`src/sv/pixel_normalize_to_tensor_assert.svh`:
```
// assertion macros for the pixel normaliser rtl
`ifndef PIXEL_NORMALIZE_TO_TENSOR_ASSERT_SVH
`define PIXEL_NORMALIZE_TO_TENSOR_ASSERT_SVH
`ifndef SYNTHESIS
`define PNT_ASSERT_IMP(name, clk, rst, pre, post) \
   name: assert property (@(posedge clk) disable iff (rst) (pre) |-> (post)) \
      else $error("pnt assertion failed");
`define PNT_ASSERT_NEXT(name, clk, rst, pre, post) \
   name: assert property (@(posedge clk) disable iff (rst) (pre) |=> (post)) \
      else $error("pnt assertion failed");
`else
`define PNT_ASSERT_IMP(name, clk, rst, pre, post)
`define PNT_ASSERT_NEXT(name, clk, rst, pre, post)
`endif
`endif

```
`src/sv/pnt_pkg.sv`:
```
// types, constants and float helpers for the pixel normaliser
`default_nettype none
package pnt_pkg;

   localparam int unsigned MAX_PLANE = 16777216;
   localparam int unsigned PLANE_W   = 25;
   localparam int unsigned IDX_W     = 34;
   localparam int unsigned RUN_W     = 27;

   localparam int unsigned MODE_THREE = 0;
   localparam int unsigned MODE_NCHW  = 1;
   localparam int unsigned MODE_HALF  = 2;
   localparam int unsigned MODE_REV   = 3;

   localparam logic [31:0] QNAN32  = 32'h7FC0_0000;
   localparam logic [31:0] ONE32   = 32'h3F80_0000;
   localparam logic [30:0] INF32   = 31'h7F80_0000;
   localparam logic [15:0] QNAN16  = 16'h7E00;
   localparam logic [15:0] INF16   = 16'h7C00;

   typedef enum logic [2:0] {
      REG_MODE,
      REG_PLANE,
      REG_SCALE0,
      REG_SCALE1,
      REG_SCALE2,
      REG_BIAS0,
      REG_BIAS1,
      REG_BIAS2
   } pnt_reg_type;

   typedef struct packed {
      logic [3:0]         mode;
      logic [PLANE_W-1:0] plane_size;
      logic [2:0][31:0]   scale;
      logic [2:0][31:0]   bias;
   } pnt_cfg_type;

   typedef struct packed {
      logic [IDX_W-1:0] element_index;
      logic             is_last;
      logic             half;
   } pnt_meta_type;

   typedef struct packed {
      pnt_meta_type meta;
      logic [31:0]  bias;
   } pnt_tag_type;

   // unrounded value: mag * 2^expo, or a ready-made special pattern
   typedef struct packed {
      logic               special;
      logic [31:0]        spec_bits;
      logic               sign;
      logic [31:0]        mag;
      logic signed [11:0] expo;
   } pnt_unr_type;

   function automatic logic [5:0] lzc32(input logic [31:0] v);
      logic [5:0] n;
      n = 6'd32;
      for (int i = 0; i < 32; i++) begin
         if (v[i]) begin
            n = 6'(31 - i);
         end
      end
      return n;
   endfunction

   function automatic logic [31:0] round_shift(input logic [31:0] m, input logic [4:0] s);
      logic [31:0] q;
      logic [31:0] rem;
      logic [31:0] hf;
      q   = m >> s;
      rem = m & ((32'd1 << s) - 32'd1);
      hf  = 32'd1 << (s - 5'd1);
      if (rem > hf || (rem == hf && q[0])) begin
         q = q + 32'd1;
      end
      return q;
   endfunction

   function automatic logic [15:0] to_half(input logic [31:0] x);
      logic [15:0] sgn;
      logic [7:0]  ex;
      logic [22:0] man;
      logic [15:0] r;
      sgn = {x[31], 15'b0};
      ex  = x[30:23];
      man = x[22:0];
      if (ex == 8'hFF) begin
         r = (man != 23'd0) ? QNAN16 : (sgn | INF16);
      end else if (ex > 8'd142) begin
         r = sgn | INF16;
      end else if (ex >= 8'd113) begin
         r = sgn | 16'(round_shift({4'b0, 5'(ex - 8'd112), man}, 5'd13));
      end else if (ex == 8'd0 || ex < 8'd102) begin
         r = sgn;
      end else begin
         r = sgn | 16'(round_shift({8'b0, 1'b1, man}, 5'(8'd126 - ex)));
      end
      return r;
   endfunction

endpackage
`default_nettype wire

```
`src/sv/pnt_if.sv`:
```
// request and response channel interfaces
`default_nettype none
interface pnt_req_if;
   logic        valid;
   logic        ready;
   logic [7:0]  chan_a;
   logic [7:0]  chan_b;
   logic [7:0]  chan_c;
   logic [23:0] pixel_index;
   logic [7:0]  image_index;
   logic [31:0] base_index;
   modport source (output valid, chan_a, chan_b, chan_c, pixel_index, image_index,
                   base_index, input ready);
   modport sink (input valid, chan_a, chan_b, chan_c, pixel_index, image_index,
                 base_index, output ready);
endinterface

interface pnt_rsp_if;
   logic        valid;
   logic        ready;
   logic [33:0] element_index;
   logic [31:0] value;
   logic        is_last;
   modport source (output valid, element_index, value, is_last, input ready);
   modport sink (input valid, element_index, value, is_last, output ready);
endinterface
`default_nettype wire

```
`src/sv/pnt_chan_seq.sv`:
```
// pixel intake and per-channel sequencer with index generation
`default_nettype none
`include "pixel_normalize_to_tensor_assert.svh"
module pnt_chan_seq (
   input  wire logic            clock,
   input  wire logic            reset,
   input  wire logic            en,
   input  wire pnt_pkg::pnt_cfg_type cfg,
   pnt_req_if.sink              req_bus,
   output logic                 out_valid,
   output logic [7:0]           out_byte,
   output logic [31:0]          out_scale,
   output pnt_pkg::pnt_tag_type out_tag
);
   import pnt_pkg::*;

   localparam logic [PLANE_W-1:0] PLANE_MAX = PLANE_W'(MAX_PLANE);
   localparam logic [1:0] CH_FIRST = 2'd0;
   localparam logic [1:0] CH_LAST  = 2'd2;

   logic               busy_ff, busy_in;
   logic [1:0]         ch_ff, ch_in;
   logic [7:0]         a_ff, b_ff, c_ff;
   logic [31:0]        base_ff;
   logic [RUN_W-1:0]   run_ff, run_in;
   logic [IDX_W-1:0]   img_off_ff;
   logic               valid_ff;
   logic [7:0]         byte_ff, byte_in;
   logic [31:0]        scale_ff, scale_in;
   pnt_tag_type        tag_ff, tag_in;

   logic               three, nchw, rev;
   logic [PLANE_W-1:0] plane_eff;
   logic               last_now;
   logic               req_fire;
   logic [RUN_W-1:0]   pix_w, pix3, step;
   logic [9:0]         img3;
   logic [34:0]        img_prod;

   assign three     = cfg.mode[MODE_THREE];
   assign nchw      = cfg.mode[MODE_NCHW];
   assign rev       = cfg.mode[MODE_REV];
   assign plane_eff = (cfg.plane_size > PLANE_MAX) ? PLANE_MAX : cfg.plane_size;
   assign last_now  = !three || ch_ff == CH_LAST;

   assign req_bus.ready = en && (!busy_ff || last_now);
   assign req_fire      = req_bus.valid && req_bus.ready;

   assign pix_w    = RUN_W'(req_bus.pixel_index);
   assign pix3     = pix_w + (pix_w << 1);
   assign step     = nchw ? RUN_W'(plane_eff) : RUN_W'(1);
   assign img3     = three ? (10'(req_bus.image_index) + (10'(req_bus.image_index) << 1))
                           : 10'(req_bus.image_index);
   assign img_prod = 35'(img3) * 35'(plane_eff);

   always_comb begin
      busy_in = busy_ff;
      ch_in   = ch_ff;
      run_in  = run_ff;
      if (req_fire) begin
         busy_in = 1'b1;
         ch_in   = CH_FIRST;
         run_in  = (nchw || !three) ? pix_w : pix3;
      end else if (en && busy_ff) begin
         if (last_now) begin
            busy_in = 1'b0;
         end else begin
            ch_in  = ch_ff + 2'd1;
            run_in = run_ff + step;
         end
      end
   end

   always_comb begin
      case (ch_ff)
         2'd0: begin
            byte_in  = (rev && three) ? c_ff : a_ff;
            scale_in = cfg.scale[0];
            tag_in.bias = cfg.bias[0];
         end
         2'd1: begin
            byte_in  = b_ff;
            scale_in = cfg.scale[1];
            tag_in.bias = cfg.bias[1];
         end
         2'd2: begin
            byte_in  = rev ? a_ff : c_ff;
            scale_in = cfg.scale[2];
            tag_in.bias = cfg.bias[2];
         end
         default: begin
            byte_in  = a_ff;
            scale_in = cfg.scale[0];
            tag_in.bias = cfg.bias[0];
         end
      endcase
      tag_in.meta.element_index = img_off_ff + IDX_W'(base_ff) + IDX_W'(run_ff);
      tag_in.meta.is_last       = last_now;
      tag_in.meta.half          = cfg.mode[MODE_HALF];
   end

   always_ff @(posedge clock) begin
      if (reset) begin
         busy_ff  <= 1'b0;
         ch_ff    <= CH_FIRST;
         valid_ff <= 1'b0;
      end else begin
         busy_ff <= busy_in;
         ch_ff   <= ch_in;
         if (en) begin
            valid_ff <= busy_ff;
         end
      end
   end

   always_ff @(posedge clock) begin
      run_ff <= run_in;
      if (req_fire) begin
         a_ff       <= req_bus.chan_a;
         b_ff       <= req_bus.chan_b;
         c_ff       <= req_bus.chan_c;
         base_ff    <= req_bus.base_index;
         img_off_ff <= img_prod[IDX_W-1:0];
      end
      if (en) begin
         byte_ff  <= byte_in;
         scale_ff <= scale_in;
         tag_ff   <= tag_in;
      end
   end

   assign out_valid = valid_ff;
   assign out_byte  = byte_ff;
   assign out_scale = scale_ff;
   assign out_tag   = tag_ff;

   `PNT_ASSERT_NEXT(a_accept_starts, clock, reset, req_fire, busy_ff && ch_ff == CH_FIRST)
   `PNT_ASSERT_IMP(a_ch_range, clock, reset, busy_ff, ch_ff != 2'd3)
   `PNT_ASSERT_NEXT(a_stall_holds, clock, reset, busy_ff && !en, busy_ff && $stable(ch_ff))

endmodule
`default_nettype wire

```
`src/sv/pnt_fmul.sv`:
```
// byte times fp32 scale: specials and exact integer product, one stage
`default_nettype none
module pnt_fmul (
   input  wire logic            clock,
   input  wire logic            reset,
   input  wire logic            en,
   input  wire logic            in_valid,
   input  wire logic [7:0]      in_byte,
   input  wire logic [31:0]     in_scale,
   input  wire pnt_pkg::pnt_tag_type in_tag,
   output logic                 out_valid,
   output pnt_pkg::pnt_unr_type out_unr,
   output pnt_pkg::pnt_tag_type out_tag
);
   import pnt_pkg::*;

   logic        valid_ff;
   pnt_unr_type unr_ff, unr_in;
   pnt_tag_type tag_ff;

   logic [7:0]  se;
   logic [23:0] sig;

   assign se  = in_scale[30:23];
   assign sig = {se != 8'd0, in_scale[22:0]};

   always_comb begin
      unr_in.special   = 1'b0;
      unr_in.spec_bits = 32'd0;
      unr_in.sign      = in_scale[31];
      unr_in.mag       = 32'(in_byte) * 32'(sig);
      unr_in.expo      = ((se == 8'd0) ? 12'sd1 : signed'({4'b0, se})) - 12'sd150;
      if (se == 8'hFF) begin
         unr_in.special = 1'b1;
         if (in_scale[22:0] != 23'd0 || in_byte == 8'd0) begin
            unr_in.spec_bits = QNAN32;
         end else begin
            unr_in.spec_bits = {in_scale[31], INF32};
         end
      end else if (in_byte == 8'd0 || sig == 24'd0) begin
         unr_in.special   = 1'b1;
         unr_in.spec_bits = {in_scale[31], 31'd0};
      end
   end

   always_ff @(posedge clock) begin
      if (reset) begin
         valid_ff <= 1'b0;
      end else if (en) begin
         valid_ff <= in_valid;
      end
   end

   always_ff @(posedge clock) begin
      if (en) begin
         unr_ff <= unr_in;
         tag_ff <= in_tag;
      end
   end

   assign out_valid = valid_ff;
   assign out_unr   = unr_ff;
   assign out_tag   = tag_ff;

endmodule
`default_nettype wire

```
`src/sv/pnt_fround.sv`:
```
// normalise and round to nearest even into fp32, three stages
`default_nettype none
module pnt_fround (
   input  wire logic            clock,
   input  wire logic            reset,
   input  wire logic            en,
   input  wire logic            in_valid,
   input  wire pnt_pkg::pnt_unr_type in_unr,
   input  wire pnt_pkg::pnt_tag_type in_tag,
   output logic                 out_valid,
   output logic [31:0]          out_bits,
   output pnt_pkg::pnt_tag_type out_tag
);
   import pnt_pkg::*;

   // stage 1: leading zero count and biased exponent
   logic               v1_ff;
   logic               spc1_ff;
   logic [31:0]        spb1_ff;
   logic               sg1_ff;
   logic [31:0]        mag1_ff;
   logic [5:0]         lz1_ff, lz1_in;
   logic signed [11:0] be1_ff, be1_in;
   pnt_tag_type        tag1_ff;
   // stage 2: normalised significand
   logic               v2_ff;
   logic               spc2_ff;
   logic [31:0]        spb2_ff;
   logic               sg2_ff;
   logic [31:0]        n2_ff, n2_in;
   logic signed [11:0] be2_ff;
   pnt_tag_type        tag2_ff;
   // stage 3: packed result
   logic               v3_ff;
   logic [31:0]        bits3_ff, bits3_in;
   pnt_tag_type        tag3_ff;

   logic signed [11:0] sh;
   logic [5:0]         s;
   logic [63:0]        wide;
   logic [31:0]        q;
   logic               up;
   logic [31:0]        expf;
   logic [31:0]        res;

   assign lz1_in = lzc32(in_unr.mag);
   assign be1_in = in_unr.expo + 12'sd158 - signed'({6'b0, lz1_in});
   assign n2_in  = mag1_ff << lz1_ff;

   always_comb begin
      sh   = 12'sd9 - be2_ff;
      if (be2_ff >= 12'sd1) begin
         s = 6'd8;
      end else if (sh > 12'sd40) begin
         s = 6'd40;
      end else begin
         s = sh[5:0];
      end
      wide = {n2_ff, 32'd0} >> s;
      q    = wide[63:32];
      up   = wide[31] && ((|wide[30:0]) || q[0]);
      expf = (be2_ff >= 12'sd1) ? (32'(be2_ff - 12'sd1) << 23) : 32'd0;
      res  = expf + q + 32'(up);
      if (spc2_ff) begin
         bits3_in = spb2_ff;
      end else if (be2_ff >= 12'sd255) begin
         bits3_in = {sg2_ff, INF32};
      end else begin
         bits3_in = {sg2_ff, res[30:0]};
      end
   end

   always_ff @(posedge clock) begin
      if (reset) begin
         v1_ff <= 1'b0;
         v2_ff <= 1'b0;
         v3_ff <= 1'b0;
      end else if (en) begin
         v1_ff <= in_valid;
         v2_ff <= v1_ff;
         v3_ff <= v2_ff;
      end
   end

   always_ff @(posedge clock) begin
      if (en) begin
         spc1_ff  <= in_unr.special;
         spb1_ff  <= in_unr.spec_bits;
         sg1_ff   <= in_unr.sign;
         mag1_ff  <= in_unr.mag;
         lz1_ff   <= lz1_in;
         be1_ff   <= be1_in;
         tag1_ff  <= in_tag;
         spc2_ff  <= spc1_ff;
         spb2_ff  <= spb1_ff;
         sg2_ff   <= sg1_ff;
         n2_ff    <= n2_in;
         be2_ff   <= be1_ff;
         tag2_ff  <= tag1_ff;
         bits3_ff <= bits3_in;
         tag3_ff  <= tag2_ff;
      end
   end

   assign out_valid = v3_ff;
   assign out_bits  = bits3_ff;
   assign out_tag   = tag3_ff;

endmodule
`default_nettype wire

```
`src/sv/pnt_fadd.sv`:
```
// fp32 add of product and bias: compare and swap, then align and add
`default_nettype none
module pnt_fadd (
   input  wire logic            clock,
   input  wire logic            reset,
   input  wire logic            en,
   input  wire logic            in_valid,
   input  wire logic [31:0]     in_bits,
   input  wire pnt_pkg::pnt_tag_type in_tag,
   output logic                 out_valid,
   output pnt_pkg::pnt_unr_type out_unr,
   output pnt_pkg::pnt_tag_type out_tag
);
   import pnt_pkg::*;

   logic        v1_ff;
   logic        spc1_ff, spc1_in;
   logic [31:0] spb1_ff, spb1_in;
   logic        sg1_ff;
   logic [23:0] sx1_ff, sx1_in, sy1_ff, sy1_in;
   logic [4:0]  d1_ff, d1_in;
   logic [7:0]  ex1_ff, ex1_in;
   logic        sub1_ff;
   pnt_tag_type tag1_ff;

   logic        v2_ff;
   pnt_unr_type unr2_ff, unr2_in;
   pnt_tag_type tag2_ff;

   logic [31:0] a, b, x, y;
   logic        a_nan, b_nan, a_inf, b_inf, a_zero, b_zero;
   logic [7:0]  ey;
   logic [7:0]  dd;
   logic [26:0] mx, my;
   logic [58:0] w;
   logic [27:0] sum;

   assign a      = in_bits;
   assign b      = in_tag.bias;
   assign a_nan  = a[30:23] == 8'hFF && a[22:0] != 23'd0;
   assign b_nan  = b[30:23] == 8'hFF && b[22:0] != 23'd0;
   assign a_inf  = a[30:0] == INF32;
   assign b_inf  = b[30:0] == INF32;
   assign a_zero = a[30:0] == 31'd0;
   assign b_zero = b[30:0] == 31'd0;

   always_comb begin
      if (a[30:0] >= b[30:0]) begin
         x = a;
         y = b;
      end else begin
         x = b;
         y = a;
      end
      ex1_in = (x[30:23] == 8'd0) ? 8'd1 : x[30:23];
      ey     = (y[30:23] == 8'd0) ? 8'd1 : y[30:23];
      dd     = ex1_in - ey;
      d1_in  = (dd > 8'd31) ? 5'd31 : dd[4:0];
      sx1_in = {x[30:23] != 8'd0, x[22:0]};
      sy1_in = {y[30:23] != 8'd0, y[22:0]};
      spc1_in = 1'b1;
      spb1_in = 32'd0;
      if (a_nan || b_nan || (a_inf && b_inf && a[31] != b[31])) begin
         spb1_in = QNAN32;
      end else if (a_inf) begin
         spb1_in = a;
      end else if (b_inf) begin
         spb1_in = b;
      end else if (a_zero && b_zero) begin
         spb1_in = {a[31] && b[31], 31'd0};
      end else if (a_zero) begin
         spb1_in = b;
      end else if (b_zero) begin
         spb1_in = a;
      end else begin
         spc1_in = 1'b0;
      end
   end

   // alignment keeps guard, round and a sticky bit below the significand
   always_comb begin
      mx  = {sx1_ff, 3'b0};
      w   = {sy1_ff, 3'b0, 32'd0} >> d1_ff;
      my  = {w[58:33], w[32] | (|w[31:0])};
      sum = sub1_ff ? ({1'b0, mx} - {1'b0, my}) : ({1'b0, mx} + {1'b0, my});
      unr2_in.special   = spc1_ff;
      unr2_in.spec_bits = spb1_ff;
      unr2_in.sign      = sg1_ff;
      unr2_in.mag       = {sum, 4'b0};
      unr2_in.expo      = signed'({4'b0, ex1_ff}) - 12'sd157;
      if (!spc1_ff && sum == 28'd0) begin
         unr2_in.special   = 1'b1;
         unr2_in.spec_bits = 32'd0;
      end
   end

   always_ff @(posedge clock) begin
      if (reset) begin
         v1_ff <= 1'b0;
         v2_ff <= 1'b0;
      end else if (en) begin
         v1_ff <= in_valid;
         v2_ff <= v1_ff;
      end
   end

   always_ff @(posedge clock) begin
      if (en) begin
         spc1_ff <= spc1_in;
         spb1_ff <= spb1_in;
         sg1_ff  <= x[31];
         sx1_ff  <= sx1_in;
         sy1_ff  <= sy1_in;
         d1_ff   <= d1_in;
         ex1_ff  <= ex1_in;
         sub1_ff <= a[31] ^ b[31];
         tag1_ff <= in_tag;
         unr2_ff <= unr2_in;
         tag2_ff <= tag1_ff;
      end
   end

   assign out_valid = v2_ff;
   assign out_unr   = unr2_ff;
   assign out_tag   = tag2_ff;

endmodule
`default_nettype wire

```
`src/sv/pnt_half.sv`:
```
// nan canonicalising, optional fp16 rounding and the response register
`default_nettype none
module pnt_half (
   input  wire logic            clock,
   input  wire logic            reset,
   input  wire logic            en,
   input  wire logic            in_valid,
   input  wire logic [31:0]     in_bits,
   input  wire pnt_pkg::pnt_tag_type in_tag,
   output logic                 out_valid,
   output logic [31:0]          out_value,
   output pnt_pkg::pnt_meta_type out_meta
);
   import pnt_pkg::*;

   logic         valid_ff;
   logic [31:0]  value_ff, value_in;
   pnt_meta_type meta_ff;

   logic         is_nan;
   logic [31:0]  f;

   assign is_nan   = in_bits[30:23] == 8'hFF && in_bits[22:0] != 23'd0;
   assign f        = is_nan ? QNAN32 : in_bits;
   assign value_in = in_tag.meta.half ? {16'd0, to_half(f)} : f;

   always_ff @(posedge clock) begin
      if (reset) begin
         valid_ff <= 1'b0;
      end else if (en) begin
         valid_ff <= in_valid;
      end
   end

   always_ff @(posedge clock) begin
      if (en) begin
         value_ff <= value_in;
         meta_ff  <= in_tag.meta;
      end
   end

   assign out_valid = valid_ff;
   assign out_value = value_ff;
   assign out_meta  = meta_ff;

endmodule
`default_nettype wire

```
`src/sv/pixel_normalize_to_tensor.sv`:
```
// pixel normaliser: uint8 pixels to fp32/fp16 tensor elements with nchw/nhwc indexes
//
// req_bus carries one pixel (one or three channel bytes, pixel, image and base
// indexes); rsp_bus returns one transfer per channel, in output channel order,
// with is_last set on the final one. csr_we/csr_index/csr_wdata write the mode,
// plane size and per-channel scale and bias registers; write only while idle.
// A pixel enters a sequencer that issues one channel per cycle, unless rsp_bus
// stalls, into a pipeline: multiply, round, add (two stages), round, fp16 conversion.
// Throughput: one result per cycle while the pipeline is not held, so each pixel
// takes one result slot per channel on the single result channel.
// The sequencer registers the pixel, then each channel's operands, before the multiply.
// Reset (synchronous) empties the pipeline and restores the register defaults:
// single channel nhwc fp32, plane size one, unit scales and zero biases.
// When rsp_bus.ready is low with a response waiting, the whole pipeline holds;
// nothing is dropped, and req_bus.ready falls once the sequencer cannot move on.
`default_nettype none
module pixel_normalize_to_tensor (
   input  wire logic        clock,
   input  wire logic        reset,
   input  wire logic        csr_we,
   input  wire logic [2:0]  csr_index,
   input  wire logic [31:0] csr_wdata,
   pnt_req_if.sink          req_bus,
   pnt_rsp_if.source        rsp_bus
);
   import pnt_pkg::*;

   pnt_cfg_type  cfg_ff;
   logic         en;

   logic         seq_valid;
   logic [7:0]   seq_byte;
   logic [31:0]  seq_scale;
   pnt_tag_type  seq_tag;
   logic         mul_valid;
   pnt_unr_type  mul_unr;
   pnt_tag_type  mul_tag;
   logic         prd_valid;
   logic [31:0]  prd_bits;
   pnt_tag_type  prd_tag;
   logic         add_valid;
   pnt_unr_type  add_unr;
   pnt_tag_type  add_tag;
   logic         sum_valid;
   logic [31:0]  sum_bits;
   pnt_tag_type  sum_tag;
   logic         out_valid;
   logic [31:0]  out_value;
   pnt_meta_type out_meta;

   always_ff @(posedge clock) begin
      if (reset) begin
         cfg_ff.mode       <= 4'd0;
         cfg_ff.plane_size <= PLANE_W'(1);
         cfg_ff.scale      <= {ONE32, ONE32, ONE32};
         cfg_ff.bias       <= '0;
      end else if (csr_we) begin
         case (pnt_reg_type'(csr_index))
            REG_MODE:   cfg_ff.mode       <= csr_wdata[3:0];
            REG_PLANE:  cfg_ff.plane_size <= csr_wdata[PLANE_W-1:0];
            REG_SCALE0: cfg_ff.scale[0]   <= csr_wdata;
            REG_SCALE1: cfg_ff.scale[1]   <= csr_wdata;
            REG_SCALE2: cfg_ff.scale[2]   <= csr_wdata;
            REG_BIAS0:  cfg_ff.bias[0]    <= csr_wdata;
            REG_BIAS1:  cfg_ff.bias[1]    <= csr_wdata;
            REG_BIAS2:  cfg_ff.bias[2]    <= csr_wdata;
            default:    cfg_ff.mode       <= cfg_ff.mode;
         endcase
      end
   end

   // the whole pipeline moves whenever the response register is free
   assign en = !out_valid || rsp_bus.ready;

   pnt_chan_seq u_seq (
      .clock     (clock),
      .reset     (reset),
      .en        (en),
      .cfg       (cfg_ff),
      .req_bus   (req_bus),
      .out_valid (seq_valid),
      .out_byte  (seq_byte),
      .out_scale (seq_scale),
      .out_tag   (seq_tag)
   );

   pnt_fmul u_mul (
      .clock     (clock),
      .reset     (reset),
      .en        (en),
      .in_valid  (seq_valid),
      .in_byte   (seq_byte),
      .in_scale  (seq_scale),
      .in_tag    (seq_tag),
      .out_valid (mul_valid),
      .out_unr   (mul_unr),
      .out_tag   (mul_tag)
   );

   pnt_fround u_mul_round (
      .clock     (clock),
      .reset     (reset),
      .en        (en),
      .in_valid  (mul_valid),
      .in_unr    (mul_unr),
      .in_tag    (mul_tag),
      .out_valid (prd_valid),
      .out_bits  (prd_bits),
      .out_tag   (prd_tag)
   );

   pnt_fadd u_add (
      .clock     (clock),
      .reset     (reset),
      .en        (en),
      .in_valid  (prd_valid),
      .in_bits   (prd_bits),
      .in_tag    (prd_tag),
      .out_valid (add_valid),
      .out_unr   (add_unr),
      .out_tag   (add_tag)
   );

   pnt_fround u_add_round (
      .clock     (clock),
      .reset     (reset),
      .en        (en),
      .in_valid  (add_valid),
      .in_unr    (add_unr),
      .in_tag    (add_tag),
      .out_valid (sum_valid),
      .out_bits  (sum_bits),
      .out_tag   (sum_tag)
   );

   pnt_half u_half (
      .clock     (clock),
      .reset     (reset),
      .en        (en),
      .in_valid  (sum_valid),
      .in_bits   (sum_bits),
      .in_tag    (sum_tag),
      .out_valid (out_valid),
      .out_value (out_value),
      .out_meta  (out_meta)
   );

   assign rsp_bus.valid         = out_valid;
   assign rsp_bus.value         = out_value;
   assign rsp_bus.element_index = out_meta.element_index;
   assign rsp_bus.is_last       = out_meta.is_last;

endmodule
`default_nettype wire
```
`src/flat_wrapper.sv`:
```
// flat-port wrapper written by rule: the top's interface ports become plain ports
module pixel_normalize_to_tensor_flat import pnt_pkg::*;
  (clock, reset, csr_we, csr_index, csr_wdata, req_bus_valid, req_bus_chan_a, req_bus_chan_b, req_bus_chan_c, req_bus_pixel_index, req_bus_image_index, req_bus_base_index, req_bus_ready, rsp_bus_valid, rsp_bus_element_index, rsp_bus_value, rsp_bus_is_last, rsp_bus_ready);
  pnt_req_if req_bus_i ();
  pnt_rsp_if rsp_bus_i ();
  input  wire logic clock;
  input  wire logic reset;
  input  wire logic csr_we;
  input  wire logic [2:0] csr_index;
  input  wire logic [31:0] csr_wdata;
  input wire logic [$bits(req_bus_i.valid)-1:0] req_bus_valid;
  input wire logic [$bits(req_bus_i.chan_a)-1:0] req_bus_chan_a;
  input wire logic [$bits(req_bus_i.chan_b)-1:0] req_bus_chan_b;
  input wire logic [$bits(req_bus_i.chan_c)-1:0] req_bus_chan_c;
  input wire logic [$bits(req_bus_i.pixel_index)-1:0] req_bus_pixel_index;
  input wire logic [$bits(req_bus_i.image_index)-1:0] req_bus_image_index;
  input wire logic [$bits(req_bus_i.base_index)-1:0] req_bus_base_index;
  output wire logic [$bits(req_bus_i.ready)-1:0] req_bus_ready;
  output wire logic [$bits(rsp_bus_i.valid)-1:0] rsp_bus_valid;
  output wire logic [$bits(rsp_bus_i.element_index)-1:0] rsp_bus_element_index;
  output wire logic [$bits(rsp_bus_i.value)-1:0] rsp_bus_value;
  output wire logic [$bits(rsp_bus_i.is_last)-1:0] rsp_bus_is_last;
  input wire logic [$bits(rsp_bus_i.ready)-1:0] rsp_bus_ready;
  assign req_bus_i.valid = req_bus_valid;
  assign req_bus_i.chan_a = req_bus_chan_a;
  assign req_bus_i.chan_b = req_bus_chan_b;
  assign req_bus_i.chan_c = req_bus_chan_c;
  assign req_bus_i.pixel_index = req_bus_pixel_index;
  assign req_bus_i.image_index = req_bus_image_index;
  assign req_bus_i.base_index = req_bus_base_index;
  assign req_bus_ready = req_bus_i.ready;
  assign rsp_bus_valid = rsp_bus_i.valid;
  assign rsp_bus_element_index = rsp_bus_i.element_index;
  assign rsp_bus_value = rsp_bus_i.value;
  assign rsp_bus_is_last = rsp_bus_i.is_last;
  assign rsp_bus_i.ready = rsp_bus_ready;
  pixel_normalize_to_tensor u_core (.clock(clock), .reset(reset), .csr_we(csr_we), .csr_index(csr_index), .csr_wdata(csr_wdata), .req_bus(req_bus_i), .rsp_bus(rsp_bus_i));
endmodule
```
`config.mk`:
```
export PLATFORM = sky130hd
export DESIGN_NAME = pixel_normalize_to_tensor_flat
export DESIGN_NICKNAME = d
export VERILOG_FILES = /design/src/sv/pnt_pkg.sv /design/src/sv/pnt_if.sv /design/src/sv/pnt_chan_seq.sv /design/src/sv/pnt_fmul.sv /design/src/sv/pnt_fround.sv /design/src/sv/pnt_fadd.sv /design/src/sv/pnt_half.sv /design/src/sv/pixel_normalize_to_tensor.sv /design/src/flat_wrapper.sv
export VERILOG_INCLUDE_DIRS = /design/src /design/src/sv
export SDC_FILE = /design/constraint.sdc
export NUM_CORES = 2
export LEC_CHECK = 0
export BUFFER_PORTS_ARGS = -buffer_cell sky130_fd_sc_hd__buf_2
export CAP_MARGIN = 15
export CORE_MARGIN = 1
export CORE_UTILIZATION = 60
export DETAILED_ROUTE_END_ITERATION = 12
export HOLD_SLACK_MARGIN = 0.1
export PLACE_DENSITY = 0.84
export SYNTH_ARGS = -nofsm -noshare
export SYNTH_HDL_FRONTEND = slang
export SYNTH_SLANG_ARGS = --single-unit
```
`constraint.sdc`:
```
create_clock -name clock -period 73.9 [get_ports clock]
set_clock_uncertainty 0.05 [all_clocks]
set_input_delay 7.39 -clock clock [delete_from_list [all_inputs] [get_ports clock]]
set_output_delay 7.39 -clock clock [all_outputs]
set_load 0.01 [all_outputs]
```
### Yosys cells after proc, flatten, opt, wreduce, memory -nomap -nowiden

Index checks and enable logic that the tools add are counted.

| operators by class | value |
|---|---|
| multiplexer cells | 116 |
| shift operators | 8 |
| bitwise operators | 6 |
| div/mod/pow operators | 0 |
| $add $sub $neg | 29 |
| $mul | 2 |
| $lt $le $gt $ge | 14 |
| reduce and logical (&&, ||, !) cells | 70 |
| equality and inequality tests | 20 |

Operators by type and width:

| cell | number |
|---|---|
| $mux W6 | 64 |
| $mux W32 | 11 |
| $mux W16 | 15 |
| $mux W31 | 5 |
| $pmux W32 S2 | 2 |
| $shr A64 B6 Y63 | 2 |
| $reduce_bool A23 Y1 | 5 |
| $mux W27 | 3 |
| $shl A1 B5 Y32 const A | 2 |
| $shl A32 B6 Y32 | 2 |
| $add A31 B1 Y31 | 2 |
| $add A31 B31 Y31 | 2 |
| $eq A31 B31 Y1 const B | 2 |
| $logic_not A31 Y1 | 2 |
| $reduce_or A31 Y1 | 2 |
| $shr A59 B5 Y59 | 1 |
| $mux W25 | 2 |
| $eq A8 B8 Y1 const B | 5 |
| $logic_not A8 Y1 | 5 |
| $mux W8 | 5 |
| $add A34 B27 Y34 | 1 |
| $add A34 B32 Y34 | 1 |
| $mul A10 B25 Y34 | 1 |
| $mux W33 | 1 |
| other kinds (63) | 122 |

| word-level totals | value |
|---|---|
| register bits | 1611 |
| logic and storage cells | 375 |
| memory bits (read-only) | 0 |
| bits in writable memories | 0 |
| memories | 0 |
| input port bits | 128 |
| output and inout bits | 69 |
| bits in latches | 0 |

### Logic depth before layout (Yosys ltp)

| depth | value |
|---|---|
| depth in word-level cells | 33 |
| gate-level depth with buffers | 35 |
| depth with buffers taken out | 33 |

### By module

A second synthesis with hierarchy kept.

| unflattened totals | value |
|---|---|
| cell total of the unflattened synthesis | 9624 |
| area total of the unflattened synthesis | 105961.6 sq um |

Modules (own cells, without submodules):

| module | area each (sq um) | times used | sequential area each (sq um) | cells an instance |
|---|---|---|---|---|
| pnt_fround | 19881.6 | 2 | 12011.5 | 1606 |
| pnt_chan_seq | 21808.4 | 1 | 6836.6 | 2211 |
| pnt_fadd | 18896.9 | 1 | 9138.8 | 1775 |
| pnt_fmul | 10118.5 | 1 | 3443.3 | 906 |
| pixel_normalize_to_tensor | 8712.1 | 1 | 4424.2 | 776 |
| pnt_half | 6662.6 | 1 | 2062.0 | 744 |

### Worst setup path before layout

OpenSTA, ideal clock, no wires.

| timing | value |
|---|---|
| path kind | input -> register |
| from | in rsp_bus_ready |
| to | reg u_core.u_add.d1_ff[0] (enable) |
| setup slack | 32828 ps |
| data required time | 71862 ps |
| arrival | 39033 ps |
| library setup time | 1988 ps |
| cell stages on the path | 3 |
| buffers on the path | 1 |
| path through | nor2b_1 > inv_1 > clkbuf_1 |

| on the way | value |
|---|---|
| cells in the longest elaborated chain, start to end | 1 |

RTL lines:

| what | RTL line | RTL |
|---|---|---|
| start, declared | flat_wrapper.sv:23 | `input wire logic [$bits(rsp_bus_i.ready)-1:0] rsp_bus_ready;` |
| $logic_or A1 B1 Y1 | pixel_normalize_to_tensor.sv:73 | `assign en = !out_valid \|\| rsp_bus.ready;` |
| end signal, assigned | pnt_fadd.sv:114 | `d1_ff <= d1_in;` |
| end, declared | pnt_fadd.sv:21 | `logic [4:0] d1_ff, d1_in;` |

No other way between the ends.
A chain may end at the register's enable or synchronous reset.

### Worst setup path in the final report

| timing | value |
|---|---|
| from | in rsp_bus_ready |
| to | out req_bus_ready |

| on the way | value |
|---|---|
| cells in the longest elaborated chain, start to end | 2 |

RTL lines:

| what | RTL line | RTL |
|---|---|---|
| $logic_or A1 B1 Y1 | pixel_normalize_to_tensor.sv:73 |  |
| $logic_and A1 B1 Y1 | pnt_chan_seq.sv:46 | `assign req_bus.ready = en && (!busy_ff \|\| last_now);` |
| end, declared | flat_wrapper.sv:18 | `output wire logic [$bits(req_bus_i.ready)-1:0] req_bus_ready;` |

No other way between the ends.

==> impl_metrics.json <==
{
  "status": "complete, no violations",
  "ys_seq_area_share_pct": 47.3,
  "antenna_found_initial": 5,
  "relSlewSlack_pct": 12.9,
  "clkSinkCount": 1514,
  "wirelength_um": 240000,
  "rr_worst_depth": 30,
  "io_pins": 197,
  "io_buffers": 196,
  "place_congestion": 0.998,
  "ys.flop_type": "edfxtp_1",
  "synth_edf_count": 1279,
  "cp.arrival_ns": 8.15,
  "layout_commonest_cell": "edfxtp_1",
  "max_stage_delay_ns": 0.27,
  "worst_pin_slew_ns": 1.30,
  "clock_latency_ns": 0.85,
  "grt_max_degree": 205,
  "die_h_um": 392,
  "slew_violations": 0,
  "yosys_warnings": 0,
  "area_delta_synth_final_pct": 8.47,
  "p_sw_share_pct": 37.0,
  "core-area_um2": 150000,
  "min_period_ns": 15.59,
  "cp_max_fo": 14,
  "synth_nets": 9508,
  "cp-startpoint": "rsp_bus_ready",
  "utilization_pct": 65.8,
  "finalSetupViolCount": 0,
  "vias": 68226,
  "pwr-share-seq_pct": 40.7,
  "cts_setup_buffers": 0,
  "critPathLaunchType": "input pin",
  "die_w_um": 392,
  "comb_power_share_pct": 35.5,
  "synth_seq_cells": 1514,
  "critPathRequiredTime_ns": 66.46,
  "timing.rr.end": "u_core.u_half.out_value[6]",
  "die_area_um2": 154000,
  "hold_ws_ns": 0.332,
  "worstPathCellList": "buf_2 > nor2b_1 > buf_4 > a21oi_1 > buf_2",
  "place_ws_ns": 57.66,
  "ant_nets": 0,
  "fin_setup_tns_ns": 0,
  "path_clk_slew_ns": 0.06,
  "path_buf_inv": 3,
  "ff2ff_setup_slack_ns": 63.81,
  "track_usage_pct": 31.2,
  "cell_internal_pwr_uw": 2040,
  "critPathCaptureType": "output port",
  "totalPowerFinal_uw": 3240,
  "start_util_pct": 60.7,
  "syn-cell-area_um2": 91200,
  "cts_buffers": 154,
  "finalHoldViolations": 0,
  "num_rows": 142,
  "r2r_start": "u_core.u_add_round.out_bits[23]",
  "grt_pass1_vias": 67088,
  "postSynthCellCount": 8636,
  "hpwl_um": 172000,
  "worstSetupPathDepth": 5,
  "ctsHoldBuffers": 0,
  "detail_route.vias_per_cell": 6.34,
  "syn_area_per_cell_um2": 10.6,
  "grt_pass1_wl_um": 375000,
  "p_sw_uw": 1200,
  "power.share.clock_pct": 23.8,
  "p_leak_uw": 0.0399,
  "power_density_nw_per_um2": 32.7,
  "cts_resized": 0,
  "wire_per_inst_um": 22.3,
  "synthArstFlopShare_pct": 0,
  "maxCapViolCount": 0,
  "grt_overflow": 0,
  "fillers": 11305,
  "cp_slowest_cell": "a21oi_1",
  "drc_errors": 0,
  "cts.htree.levels": 4,
  "crit_path_frequent_cell": "buf_2",
  "rsz0062_at_grt": "false",
  "dr.pass1.iters": 9,
  "cp-endpoint": "req_bus_ready",
  "layout_common_cells": "edfxtp_1, nand2_1, nor2_1, a21oi_1, inv_1",
  "hold_path.class": "flop to flop",
  "cts_tree": "yes",
  "fin_ws_ns": 58.31,
  "clock.fmax_mhz": 64.1,
  "ys_types": 110,
  "drt_iter0_drc": 7078,
  "cts_root_buf": "clkbuf_16",
  "worstSetupPathType": "input pin to output port",
  "min_from": "u_core.u_mul_round.tag2_ff[61]",
  "cts_buffer_depth": 3,
  "layout-drive-gt1-share_pct": 9.14,
  "vdd_drop_max_mv": 0.0245,
  "min_period_over_period_pct": 21.1,
  "critical-path-top-delay-family": "buffers and inverters",
  "final_nets": 9491
}
==> worst reg2reg max path, delay by kind of cell (launching register included) <==
family / cells / cell delay (ns)
flip-flops: 1 / 0.33
AO/OA/AOI/OAI: 10 / 4.31
buffers and inverters: 4 / 0.84
XOR/XNOR: 1 / 0.18
adder cells (fa/ha/maj): 4 / 1.15
AND/OR/NAND/NOR: 11 / 2.92
==> kinds of logic after synthesis <==
| family | after synthesis | synth area share, % |
|---|---|---|
| muxes | 318 | 4.62 |
| and+or+nand+nor | 2959 | 15.1 |
| xor gates and xnor gates | 290 | 2.78 |
| DFF | 1514 | 47.3 |
| adders and majority gates | 744 | 13.1 |
| buffers and inverters | 969 | 4.08 |
| AOI/OAI and AO/OA | 1842 | 13.1 |
==> metrics by stage <==
step | area, um^2 | std cells
5_1_grt | 99000 | 10762
6_report | 99000 | 10762
3_5_place_dp | 93800 | 10477
4_1_cts | 98900 | 10758
3_3_place_gp | 93800 | 10477
2_1_floorplan | 91200 | 8636
==> Yosys cell counts, types with 75 or more instances <==
master    number  area [um^2]
and3_1        97          607
nand2_1     1176         4410
ha_1         396         4950
nor4_1        76          475
inv_1        485         1820
nor2b_1       93          582
nor2_1       675         2530
a31oi_1       75          469
a211oi_1      90          676
nand3_1      139          696
mux2i_1      152         1520
xor2_1       102          893
mux2_2        93         1050
a21o_1        94          706
xnor2_1      188         1650
fa_1         348         6970
edfxtp_1    1279        38400
dfxtp_1      235         4700
o21ai_0      265         1330
and2_1       221         1380
a22oi_1      105          788
a21oi_1      656         3280
clkbuf_1     383         1440
nor3_1       174          871
nand2b_1      80          500
==> how the worst min path moves through the flow <==
stage / to / depth (start not counted) / slack [ns]
6_report: u_core.u_mul_round.out_tag[61] / 0 / 0.33
5_1_grt: u_core.u_add.tag1_ff[63] / 0 / 0.33
4_1_cts: u_core.u_mul_round.tag1_ff[53] / 0 / 0.32
3_5_place_dp: u_core.u_add.out_tag[52] / 0 / 0.35
3_3_place_gp: u_core.u_mul_round.out_tag[45] / 0 / 0.35
2_1_floorplan: u_core.u_add.out_tag[32] / 0 / 0.35
==> registers in the layout (all words and copies together), names as in the netlist, 34 cells and up <==
signal and count:
u_core.u_add.out_tag 36, u_core.u_seq.img_off_ff 34, u_core.u_mul_round.tag2_ff 68, u_core.u_add_round.tag1_ff 36, u_core.u_add_round.tag2_ff 36, u_core.cfg_ff 221
u_core.u_add_round.out_tag 36, u_core.u_seq.out_tag 68, u_core.u_half.out_meta 35, u_core.u_mul_round.out_tag 68, u_core.u_add.tag1_ff 36, u_core.u_add.out_unr 71
u_core.u_mul.out_tag 68, u_core.u_mul_round.tag1_ff 68, u_core.u_mul.out_unr 46
==> cell type report <==
cell class                      instances  area, um^2  share of cell area (%)
Antenna cell                            2        5.00                 0.00506
Clock buffer                          193        4100                    4.14
Clock inverter                         88         996                    1.01
Inverter                              494        1860                    1.88
Multi-Input combinational cell       6153       44500                    45.0
Sequential cell                      1514       43100                    43.6
Tap cell                             2016        2520                    2.55
Timing Repair Buffer                  302        1820                    1.83
==> routing by layer <==
metal  share of wire (%)  vias to the layer above  GRT usage [%]
li1                    -                    31010              -
met1                  39                    33001           40.2
met2                  47                     3468           50.9
met3                 8.5                      743           5.33
met4                 5.4                        4           15.8
met5               0.012                        -              0
==> power by group through the flow <==
| stage | logic (uW) | clock network, uW | registers, uW |
|---|---|---|---|
| floorplan | 825 | 0 | 1260 |
| global placement | 1090 | 0 | 1320 |
| detailed placement | 1120 | 0 | 1330 |
| CTS | 1120 | 784 | 1310 |
| global route | 1240 | 816 | 1330 |
| finish | 1150 | 770 | 1320 |
(Power assumes the default switching activity.)
